<file path="src/hdl/cse_pkg.sv">
package cse_pkg;

    localparam int MAX_DEGREE_DEF = 5;
    localparam int NUM_COEF       = 6;
    localparam int STAGES         = 7;
    localparam int ADDR_W         = 5;
    localparam int APB_DATA_W     = 32;
    localparam int REG_IDX_W      = 3;

    // register indexes, byte address is 4 * index
    localparam logic [REG_IDX_W-1:0] REG_DEGREE = 3'd0;
    localparam logic [REG_IDX_W-1:0] REG_COEF0  = 3'd1;
    localparam logic [REG_IDX_W-1:0] REG_COEF1  = 3'd2;
    localparam logic [REG_IDX_W-1:0] REG_COEF2  = 3'd3;
    localparam logic [REG_IDX_W-1:0] REG_COEF3  = 3'd4;
    localparam logic [REG_IDX_W-1:0] REG_COEF4  = 3'd5;
    localparam logic [REG_IDX_W-1:0] REG_COEF5  = 3'd6;

    localparam logic signed [23:0] ONE_Q15  = 24'sd32768;
    localparam logic signed [39:0] RND_HALF = 40'sd16384;
    localparam logic signed [23:0] T16_MAX  = 24'sd32767;
    localparam logic signed [23:0] T16_MIN  = -24'sd32768;
    localparam logic signed [24:0] Y_MAX    = 25'sd262143;
    localparam logic signed [24:0] Y_MIN    = -25'sd262144;

    typedef struct packed {
        logic [2:0]        degree;
        logic [5:0][15:0]  coef;
    } cfg_t;

    // divide by 2^15, round half up
    function automatic logic signed [24:0] rnd15(input logic signed [39:0] v);
        logic signed [39:0] w;
        begin
            w = v + RND_HALF;
            return 25'(w >>> 15);
        end
    endfunction

    function automatic logic signed [15:0] sat16(input logic signed [23:0] v);
        begin
            if (v > T16_MAX)
                return 16'sh7fff;
            else if (v < T16_MIN)
                return 16'sh8000;
            else
                return 16'(v);
        end
    endfunction

    function automatic logic signed [18:0] sat19(input logic signed [24:0] v);
        begin
            if (v > Y_MAX)
                return 19'(Y_MAX);
            else if (v < Y_MIN)
                return 19'(Y_MIN);
            else
                return 19'(v);
        end
    endfunction

endpackage

</file>
<file path="src/hdl/cse_regs.sv">
module cse_regs (
    input  logic                             clk,
    input  logic                             rst_n,
    input  logic                             psel,
    input  logic                             penable,
    input  logic                             pwrite,
    input  logic [cse_pkg::ADDR_W-1:0]       paddr,
    input  logic [cse_pkg::APB_DATA_W-1:0]   pwdata,
    output logic [cse_pkg::APB_DATA_W-1:0]   prdata,
    output logic                             pready,
    output cse_pkg::cfg_t                    cfg
);
    import cse_pkg::*;

    cfg_t                 cfg_reg;
    logic [REG_IDX_W-1:0] idx;
    logic                 wr_en;

    assign idx    = paddr[ADDR_W-1:2];
    assign wr_en  = psel && penable && pwrite && pready;
    assign pready = 1'b1;
    assign cfg    = cfg_reg;

    always_ff @(posedge clk or negedge rst_n)
    begin
        if (!rst_n)
        begin
            cfg_reg <= '0;
        end
        else if (wr_en)
        begin
            case (idx)
                REG_DEGREE: cfg_reg.degree  <= pwdata[2:0];
                REG_COEF0:  cfg_reg.coef[0] <= pwdata[15:0];
                REG_COEF1:  cfg_reg.coef[1] <= pwdata[15:0];
                REG_COEF2:  cfg_reg.coef[2] <= pwdata[15:0];
                REG_COEF3:  cfg_reg.coef[3] <= pwdata[15:0];
                REG_COEF4:  cfg_reg.coef[4] <= pwdata[15:0];
                REG_COEF5:  cfg_reg.coef[5] <= pwdata[15:0];
                default:    ;
            endcase
        end
    end

    always_comb
    begin
        case (idx)
            REG_DEGREE: prdata = {29'b0, cfg_reg.degree};
            REG_COEF0:  prdata = {16'b0, cfg_reg.coef[0]};
            REG_COEF1:  prdata = {16'b0, cfg_reg.coef[1]};
            REG_COEF2:  prdata = {16'b0, cfg_reg.coef[2]};
            REG_COEF3:  prdata = {16'b0, cfg_reg.coef[3]};
            REG_COEF4:  prdata = {16'b0, cfg_reg.coef[4]};
            REG_COEF5:  prdata = {16'b0, cfg_reg.coef[5]};
            default:    prdata = '0;
        endcase
    end

endmodule

</file>
<file path="config.mk">
export PLATFORM = sky130hd
export DESIGN_NAME = cse_regs
export DESIGN_NICKNAME = d
export VERILOG_FILES = /design/src/hdl/cse_pkg.sv /design/src/hdl/cse_regs.sv
export SDC_FILE = /design/constraint.sdc
export NUM_CORES = 1
export LEC_CHECK = 0
export BUFFER_PORTS_ARGS = -buffer_cell sky130_fd_sc_hd__buf_2
export CAP_MARGIN = 20
export CELL_PAD_IN_SITES_DETAIL_PLACEMENT = 0
export CELL_PAD_IN_SITES_GLOBAL_PLACEMENT = 1
export CORE_UTILIZATION = 39
export CTS_BUF_LIST = sky130_fd_sc_hd__clkbuf_16
export DETAILED_ROUTE_END_ITERATION = 7
export PLACE_DENSITY_LB_ADDON = 0.15
export SLEW_MARGIN = 10
export SYNTH_ARGS = -nofsm -noshare
export SYNTH_HDL_FRONTEND = slang
export SYNTH_SLANG_ARGS = --single-unit
</file>
<file path="constraint.sdc">
create_clock -name clk -period 2 [get_ports clk]
set_clock_uncertainty 0.15 [all_clocks]
set_input_delay 0.4 -clock clk [delete_from_list [all_inputs] [get_ports clk]]
set_output_delay 0.4 -clock clk [all_outputs]
set_load 0.01 [all_outputs]
</file>
Word level (Yosys, flattened, before mapping)
Cells that the tools add are included.

Mux-type cells: 1. Reduce and logical (&&, ||, !) cells: 10. Equality and inequality tests: 6.

Operator list (count): $pmux W16 S7 (1); $reduce_and A2 Y1 (7); $eq A3 B3 Y1 const B (3); $eq A3 B2 Y1 const B (2); $eq A3 B1 Y1 const B (1); $logic_not A3 Y1 (1); $logic_and A1 B1 Y1 (2).

Logic and storage cells: 24. Input port bits: 42. Output and inout port bits: 132. Flip-flop bits (word level): 99.

Logic depth before layout (Yosys ltp)
Gate-level depths: netlist (run 1).

Depth after elaboration: 3. Gate-level depth with buffers: 6. Depth with buffers taken out: 3.

Worst setup path after synthesis (run 1)
Ideal clock, no wire load.

Kind: input -> output. Start point: in paddr[4] (netlist bit). End point: out prdata[10] (netlist bit). Data required time: 1.450 ns. Arrival: 1.432 ns. Slack: 0.018 ns. Buffers on the path: 2. Cell stages on the path: 5. Cells stage by stage: buf_4 -> buf_2 -> nor3b_1 -> a22oi_1 -> o211ai_1.

Word-level cells in the longest chain between the ends: 2. Elaborated cells on any way between the ends: 8. Classes of those cells: 6 x eq/ne; 1 x mux; 1 x reduce/logical.

RTL lines: start, declared (RTL line cse_regs.sv:7) `input logic [cse_pkg::ADDR_W-1:0] paddr,`; $eq A3 B3 Y1, or another cell as far along (RTL line cse_regs.sv:47) `case (idx)`; $pmux W16 S7 * (RTL line cse_regs.sv:47); end, declared (RTL line cse_regs.sv:9) `output logic [cse_pkg::APB_DATA_W-1:0] prdata,`.

Mark *: on every way between the ends. The rest lies on a longest branch, timed or not.

Worst setup path after layout (run 1)
Start point: reg cfg_reg, in the netlist cfg[54]. End point: out prdata[6] (netlist bit).

Word-level cells in the longest chain between the ends: 1.

RTL lines: start, declared (RTL line cse_regs.sv:15) `cfg_t cfg_reg;`; $pmux W16 S7 (RTL line cse_regs.sv:47).

Every way passes these cells.

==> qor.csv, run 1 <==
stage;metric;value;unit
critical_path;cp-start-kind;flop;
die;core-area;0.0120;sq mm
synth;synth.most_common_cell;mux2_2;
critical_path;setup.worst_path.end;prdata[6];
clock_tree;clk_path_buf_depth;2;
critical_path;crit_fanout;3;
global_route;grt.overflow.total;0;
clock_tree;cts_root_buf;clkbuf_16;
synth;yosys_warnings;0;
worst_hold_path;hp-class;in2reg;
synth;synth_cell_types;38;
layout;syn_to_final_growth;33.4;%
synth;synth_area_per_cell;13.7;sq um
detailed_routing;drc;0;
die;initial_core_util;39.9;%
sta;timing.hold.ws;0.216;ns
critical_path;rr_worst_depth;2;
global_route;grt_usage;21.1;%
detailed_routing;avgViaCountPerCell;5.12;
global_route;antenna_found_initial;0;
power_and_ir_drop;power_density;961;mW/mm^2
synth;synthTopCellsByArea;dfrtp_1 52%, mux2_2 26%, buf_4 3.8%, mux2i_1 3.1%, o211ai_1 1.7%;
synth;netlist.area_leader.share;52.0;%
detailed_routing;antenna_left;0;
sta;fin_crit;2.01;ns
clock_tree;numCtsBuffers;9;
clock_tree;tritoncts;built;
die;num_rows;40;
clock_tree;cts.htree.levels;3;
layout;post-route-util;53.2;%
synth;async_reset_ff_share;100;%
place;io_buffers;138;
synth;synth_seq_cells;99;
sta;fin_crit_sh;100;%
synth;synth_edf_count;0;
power_and_ir_drop;p_total;6.11;mW
critical_path;reg2reg_to;cfg[34];
clock_tree;clock_latency;0.33;ns
sta;setup_viol;1;
die;die-area;0.0127;sq mm
run_status;status;complete, but fails checks;
layout;nNetsFinal;574;
detailed_routing;wl;12900;um
synth;netlist_area;0.00477;sq mm
die;fp.dieW;113;um
layout;antenna_cells;0;
detailed_routing;wl_per_cell;18.8;um
sta;fmax;0.498;GHz
die;die-height;113;um
synth;synth-seq-area-share;52.0;%
layout;drive_above_1_share;63.7;%
synth;synth_top_area_cell;dfrtp_1;
critical_path;r2r_setup_slack;0.96;ns
global_route;first_global_vias;3513;
sta;fin_ws;-0.00971;ns
place;dp_hpwl;9410;um
clock_tree;clkTransAtPathRegs;0.06;ns
power_and_ir_drop;leakage;3.21;nW
critical_path;required;1.45;ns
critical_path;crit_path_end_kind;primary output;
clock_tree;clock_sinks;99;
critical_path;startpoint;cfg[54];
power_and_ir_drop;ir_worst_vdd;511;uV
critical_path;criticalPathCategory;reg2out;
detailed_routing;dr_total_vias;3500;
flow_run;cap_viol_max_count;0;
critical_path;worst_ep_arrival_time;1.46;ns
critical_path;worstReg2RegStart;cfg[34];
detailed_routing;drtIter0Drc;96;
sta;finalHoldViolations;0;
die;io-pin-count;174;
run_status;violations;negative setup slack;
synth;synthFlopType;dfrtp_1;
sta;slew_violations;0;
detailed_routing;dr.pass1.iters;4;
sta;rsz0062_at_grt;true;
global_route;grt_pass1_wl;20100;um
synth;synth.cells.most_frequent;112 x mux2_2, 99 x dfrtp_1, 24 x buf_4, 17 x nand2_1, 15 x mux2i_1;
layout;largest_reg_flops;99;
place;gp_congestion;0.791;
global_route;grt_max_degree;39;
synth;syn_inst;348;
-- stage by stage --
stage,cells,setup WS [ns],TNS [ns],cell area (sq um)
floorplan,363,0.0180,0,4820
global placement,659,-0.235,-6.99,5910
detailed placement,659,-0.249,-8.23,5910
CTS,678,-0.0140,-0.0140,6280
global route,684,-0.0820,-0.433,6360
finish,684,-0.00971,-0.00971,6360
-- cell type report --
cell class,instances,area (sq um)
Clock inverter,7,85.1
Sequential cell,99,2480
Tap cell,147,184
Multi-Input combinational cell,227,2120
Clock buffer,9,225
Timing Repair Buffer,195,1260
Fill cell,1051,5600
-- placed cells by master (no fill, tap or decap), drive strengths merged, types with 3 or more instances in the layout --
cell    instances
mux2i          15
nor2            6
nand2          17
o211ai         11
a22oi          10
nand2b          3
a32oi           6
mux2          112
clkbuf          9
a31oi           4
buf           194
conb           17
nor2b           4
or2             4
dfrtp          99
-- repair_timing --
action	in CTS	in global routing
gates cloned	0	0
pin swaps	0	5
buffers inserted	2	6
endpoints found under the hold margin	30	0
endpoints found under the setup margin	16	15
hold buffers	1	0
resized for setup	8	8
-- routing by layer --
layer  GRT usage (%)  up-vias  wire, um
met5               0        -         0
met4            7.02        0       144
met3            4.64       11       754
met2            32.1      117      5860
met1            29.8     1758      6110
li1                -     1614         -
-- worst max-delay path, stage by stage, from the launching register on --
cell and delay (ns):
dfrtp_1 0.40, mux2_4 0.28, a221oi_2 0.23, a31oi_1 0.08, buf_2 0.15
-- cell families (layout without fill, tap and decap cells) --
group / Yosys count / in the layout / synth area share [%]
multiplexers: 127 / 127 / 29.6
buffers and inverters: 37 / 211 / 5.54
other: 2 / 17 / 0.158
flip-flops: 99 / 99 / 52.0
AO/OA/AOI/OAI: 39 / 39 / 6.35
AND/OR/NAND/NOR: 44 / 44 / 6.38
-- power by group --
part	switching (mW)	internal, mW	leakage (nW)
registers	0.309	2.40	1.27
clock network	0.722	1.08	0.158
logic	0.755	0.847	1.79
total	1.79	4.33	3.21
-- how the worst min path moves through the flow --
stage / startpoint / end / slack [ns] / cells past startpoint
CTS: pwdata[5] / cfg[37] / 0.21 / 2
global route: pwdata[12] / cfg[12] / 0.22 / 2
floorplan: rst_n / cfg[0] / -0.05 / 0
global placement: rst_n / cfg[0] / 0.22 / 1
finish: pwdata[5] / cfg[37] / 0.22 / 2
detailed placement: rst_n / cfg[0] / 0.22 / 1
Note: power is estimated with default switching activity, not from simulation.
==> inputs of run 2 (changes only) <==
--- a/config.mk
+++ b/config.mk
@@ -9,7 +9,7 @@
 export CAP_MARGIN = 20
 export CELL_PAD_IN_SITES_DETAIL_PLACEMENT = 0
 export CELL_PAD_IN_SITES_GLOBAL_PLACEMENT = 1
-export CORE_UTILIZATION = 39
+export CORE_UTILIZATION = 42
 export CTS_BUF_LIST = sky130_fd_sc_hd__clkbuf_16
 export DETAILED_ROUTE_END_ITERATION = 7
 export PLACE_DENSITY_LB_ADDON = 0.15
==> constraint.sdc (replaced) <==
create_clock -name clk -period 2.4 [get_ports clk]
set_clock_uncertainty 0.15 [all_clocks]
set_input_delay 0.48 -clock clk [delete_from_list [all_inputs] [get_ports clk]]
set_output_delay 0.48 -clock clk [all_outputs]
set_load 0.01 [all_outputs]
==> run 2 against run 1 <==
The flow now finishes without violations. Count of clock-buffer cells in the layout stayed put. Die area is 7.0% lower. Critical path depth is 2 higher. Flip-flop and latch count stayed put. First-iteration DRC count is 68% higher. Non-clock buffer count is 28 lower. Power is 17% lower. Sequential share of layout area is 2.2 points higher. Critical endpoint is now prdata[4]. Largest cell class unchanged.
==> qor.csv, run 2 (same netlist as run 1, synthesis figures left out) <==
stage;metric;value;unit
clock_tree;clk_path_buf_depth;2;
sta;fin_crit;2.30;ns
layout;fill_cells;996;
sta;finalHoldViolations;0;
worst_hold_path;hp-class;in2reg;
critical_path;startpoint;paddr[3];
clock_tree;cts.htree.levels;3;
die;initial_core_util;43.6;%
power_and_ir_drop;ir_worst_vdd;373;uV
die;core-area;0.0109;sq mm
global_route;use_met3;5.36;%
global_route;grt_max_degree;54;
global_route;antenna_found_initial;0;
critical_path;criticalPathCategory;in2out;
global_route;use_met1;31.2;%
die;num_rows;38;
sta;fin_crit_sh;95.8;%
critical_path;worst_ep_arrival_time;1.67;ns
clock_tree;clkTransAtPathRegs;0.07;ns
global_route;grt-busiest-layer;met2;
critical_path;max_stage_delay;0.35;ns
detailed_routing;wl_per_cell;19.1;um
layout;largest_reg_flops;99;
global_route;use_met2;34.5;%
place;gp_congestion;0.792;
clock_tree;clock_latency;0.34;ns
sta;final.setup.tns;0;ns
place;dp_hpwl;8970;um
detailed_routing;dr.pass1.iters;4;
critical_path;crit_fanout;18;
detailed_routing;avgViaCountPerCell;5.25;
critical_path;worstReg2RegStart;cfg[52];
worst_hold_path;hp-start;pwdata[6];
place;io_buffers;138;
sta;setup_viol;0;
detailed_routing;antenna_left;0;
place;dp_slack;-0.00526;ns
layout;syn_to_final_growth;26.3;%
layout;antenna_cells;0;
die;io-pin-count;174;
layout;nNetsFinal;546;
layout;mostFrequentLayoutCell;buf_2;
critical_path;path_buf_inv;3;
detailed_routing;drtIter0Drc;161;
layout;drive_above_1_share;60.7;%
critical_path;crit_path_end_kind;primary output;
die;fp.dieW;109;um
clock_tree;cts_root_buf;clkbuf_16;
clock_tree;numCtsBuffers;9;
flow_run;cap_viol_max_count;0;
die;die-height;109;um
power_and_ir_drop;power_density;837;mW/mm^2
critical_path;path_cells;buf_2 -> buf_12 -> mux2_2 -> a221oi_1 -> a31oi_1 -> buf_2;
layout;final_cell_mix;137 x buf_2, 112 x mux2_2, 99 x dfrtp_1;
global_route;grt_usage;22.2;%
sta;fmax;0.435;GHz
sta;timing.hold.ws;0.295;ns
global_route;grt.overflow.total;0;
sta;rsz0062_at_grt;false;
detailed_routing;dr_total_vias;3407;
die;die-area;0.0118;sq mm
clock_tree;clock_sinks;99;
critical_path;critPathMostFrequentCell;buf_2;
critical_path;cp-start-kind;input pin;
global_route;grt_pass1_wl;19300;um
critical_path;critPathTopFamily;buffers and inverters;
clock_tree;post_cts_buffers;0;
power_and_ir_drop;leakage;3.02;nW
critical_path;required;1.77;ns
detailed_routing;wl;12400;um
clock_tree;tritoncts;built;
sta;slew_violations;0;
sta;fin_ws;0.101;ns
run_status;status;complete, no violations;
global_route;first_global_vias;3447;
critical_path;crit_slowest_cell;mux2_2;
detailed_routing;drc;0;
==> run 2: where the power goes <==
group	switching, mW	leakage [nW]	internal (mW)
combinational	0.604	1.61	0.643
sequential	0.259	1.27	2.00
clock	0.631	0.149	0.910
==> run 2: path summary, 6_finish.rpt <==
| check | to | slack, ns | depth (start not counted) |
|---|---|---|---|
| max | prdata[4] | 0.10 | 6 |
| min | cfg[38] | 0.30 | 2 |
| max reg2reg | cfg[52] | 1.45 | 1 |
| min reg2reg | cfg[6] | 0.38 | 1 |
| max in group asynchronous | cfg[91] | 1.04 | 3 |
| min in group asynchronous | cfg[34] | 0.44 | 2 |
==> run 2: what timing repair did <==
item                       in CTS  in global routing
setup endpoints to repair       1                  1
hold endpoints to repair       24                  0
hold buffers                    1                  0
gates cloned                    0                  0
resized for setup               1                  1
==> run 2: layer usage <==
layer  wire (um)  vias up
li1            -     1546
met1        5720     1733
met2        5790      119
met3         795        9
met4          99        0
met5           0        -
==> run 2: layout make-up <==
class / instances / area, sq um / share of cell area (%)
well taps: 140 / 175 / 2.91
flip-flops and latches: 99 / 2480 / 41.1
clock inverters: 7 / 92.6 / 1.54
repair buffers: 167 / 967 / 16.1
clock buffers: 9 / 225 / 3.74
multi-input cells: 227 / 2080 / 34.6
==> run 2: per-stage QoR <==
step | util (%) | cell area (sq um) | cells | total power [mW]
after floorplan | - | 4820 | 363 | 2.95
after global placement | 52.0 | 5690 | 632 | 3.51
after detailed placement | 52.0 | 5690 | 632 | 3.54
after CTS | 55.0 | 6020 | 649 | 5.08
after global routing | 55.1 | 6020 | 649 | 5.31
final | 55.1 | 6020 | 649 | 5.04
==> inputs of run 3 (changes only) <==
--- a/config.mk
+++ b/config.mk
@@ -9,6 +9,8 @@
 export CAP_MARGIN = 20
 export CELL_PAD_IN_SITES_DETAIL_PLACEMENT = 0
 export CELL_PAD_IN_SITES_GLOBAL_PLACEMENT = 1
+export CORE_ASPECT_RATIO = 1.5
+export CORE_MARGIN = 2
 export CORE_UTILIZATION = 42
 export CTS_BUF_LIST = sky130_fd_sc_hd__clkbuf_16
 export DETAILED_ROUTE_END_ITERATION = 7
==> run 3 against run 2 <==
Cell count is 1.4% higher. Register-to-register slack hardly changed. Largest power group unchanged. Die area grew 3.9%. Global-route usage fell by 1.1 points. Critical path depth stayed put.
==> qor.csv, run 3 (same netlist as run 1, synthesis figures left out) <==
stage;metric;value;unit
run_status;status;complete, no violations;
die;io-pin-count;174;
layout;drive_above_1_share;60.5;%
global_route;grt_max_degree;44;
die;die-height;134;um
detailed_routing;wl;12700;um
die;die-area;0.0122;sq mm
power_and_ir_drop;p_seq_share;44.8;%
place;dp_hpwl;9120;um
worst_hold_path;hp-class;in2reg;
layout;multi_input_area;0.00209;sq mm
global_route;grt_usage;21.2;%
layout;nNetsFinal;548;
detailed_routing;drc;0;
critical_path;criticalPathCategory;in2out;
clock_tree;clock_sinks;99;
die;core-area;0.0111;sq mm
clock_tree;cts.htree.levels;3;
layout;finish.instance_area;0.00610;sq mm
power_and_ir_drop;p_switching;1.47;mW
critical_path;cp-start-kind;input pin;
sta;fin_crit_sh;94.1;%
critical_path;required;1.77;ns
layout;mostFrequentLayoutCell;buf_2;
power_and_ir_drop;p_int;3.55;mW
power_and_ir_drop;power_density;822;mW/mm^2
global_route;grt_pass1_wl;20000;um
critical_path;worst_ep_arrival_time;1.63;ns
sta;final.setup.tns;0;ns
clock_tree;clock_latency;0.33;ns
sta;setup_viol;0;
power_and_ir_drop;p_clk_share;29.9;%
detailed_routing;avgViaCountPerCell;5.21;
die;num_rows;47;
power_and_ir_drop;ir_worst_vdd;445;uV
die;fp.dieW;91.0;um
layout;stdcell_count;658;
clock_tree;cts_root_buf;clkbuf_16;
layout;antenna_cells;0;
sta;slew_violations;0;
clock_tree;clk_path_buf_depth;2;
sta;finalHoldViolations;0;
global_route;grt.overflow.total;0;
layout;largest_reg_flops;99;
global_route;first_global_vias;3502;
power_and_ir_drop;power.combinational.fraction;25.3;%
critical_path;crit_path_end_kind;primary output;
detailed_routing;wl_per_cell;19.3;um
clock_tree;numCtsBuffers;9;
layout;final_cell_mix;137 x buf_2, 112 x mux2_2, 99 x dfrtp_1;
clock_tree;clkTransAtPathRegs;0.07;ns
layout;fill_cells;1021;
power_and_ir_drop;leakage;3.06;nW
layout;syn_to_final_growth;28.0;%
detailed_routing;antenna_left;0;
sta;fin_crit;2.26;ns
detailed_routing;dr.pass1.iters;4;
place;place_area;0.00577;sq mm
detailed_routing;drtIter0Drc;91;
place;gp_congestion;0.818;
place;dpl.cell_count;641;
sta;rsz0062_at_grt;false;
power_and_ir_drop;sw_frac_of_total;29.3;%
global_route;antenna_found_initial;0;
detailed_routing;dr_total_vias;3426;
layout;seq_area;0.00248;sq mm
flow_run;cap_viol_max_count;0;
die;initial_core_util;43.1;%
sta;fmax;0.443;GHz
clock_tree;tritoncts;built;
critical_path;crit_fanout;15;
place;io_buffers;138;
[run 3: cell types whose count changed in the layout (fill, tap and decap cells not counted), moves of 2 or more]
cell        before  now
clkinvlp_4       2    0
clkinv_1         1    3
buf_12           4    9
buf_4           24   22
[run 3: final cells by class]
cell class                      count  share of cell area [%]
Sequential cell                    99                    40.6
Multi-Input combinational cell    227                    34.3
Timing Repair Buffer              169                    17.1
Clock buffer                        9                    3.69
Tap cell                          147                    3.01
Clock inverter                      7                    1.37
[run 3: power by group through the flow]
stage	sequential [mW]	clock [mW]	combinational [mW]
floorplan	2.39	0	0.554
global placement	2.27	0	1.26
detailed placement	2.28	0	1.28
CTS	2.25	1.54	1.29
global route	2.30	1.61	1.38
finish	2.25	1.50	1.27
[run 3: worst max-delay path, stage by stage]
cell     delay, ns
buf_2         0.30
buf_4         0.29
nor2_1        0.08
a22o_1        0.20
a31oi_1       0.12
buf_2         0.15
[run 3: layer usage]
| layer | wire length (um) | track usage [%] | vias to the layer above |
|---|---|---|---|
| met5 | 0 | 0 | - |
| met4 | 155 | 5.72 | 0 |
| met3 | 719 | 4.24 | 10 |
| met2 | 6490 | 35.6 | 107 |
| met1 | 5350 | 28.1 | 1752 |
| li1 | - | - | 1557 |
[run 3: worst paths after layout]
check,cells past startpoint,end,startpoint,slack (ns)
min in group asynchronous,2,cfg[84],rst_n,0.47
worst max-delay path,6,prdata[0],paddr[2],0.14
worst min-delay path,2,cfg[19],pwdata[3],0.29
worst max register to register,1,cfg[76],cfg[76],1.45
worst min register to register,1,cfg[40],cfg[40],0.38
max in group asynchronous,3,cfg[33],rst_n,0.90
[run 3: metrics by stage]
step / utilization [%] / setup slack (ns) / hold slack, ns / total power [mW]
3_3_place_gp: 52.2 / 0.116 / 0.280 / 3.52
6_report: 55.2 / 0.142 / 0.292 / 5.02
3_5_place_dp: 52.2 / 0.135 / 0.285 / 3.56
2_1_floorplan: - / 0.258 / 0.0344 / 2.95
5_1_grt: 55.2 / 0.0298 / 0.293 / 5.29
4_1_cts: 55.1 / 0.132 / 0.281 / 5.08
[run 3: timing repair]
| action | CTS | global route |
|---|---|---|
| buffers inserted | 0 | 0 |
| resized for setup | 0 | 2 |
| hold endpoints to repair | 27 | 0 |
| hold buffers | 1 | 0 |
| endpoints found under the setup margin | 0 | 1 |
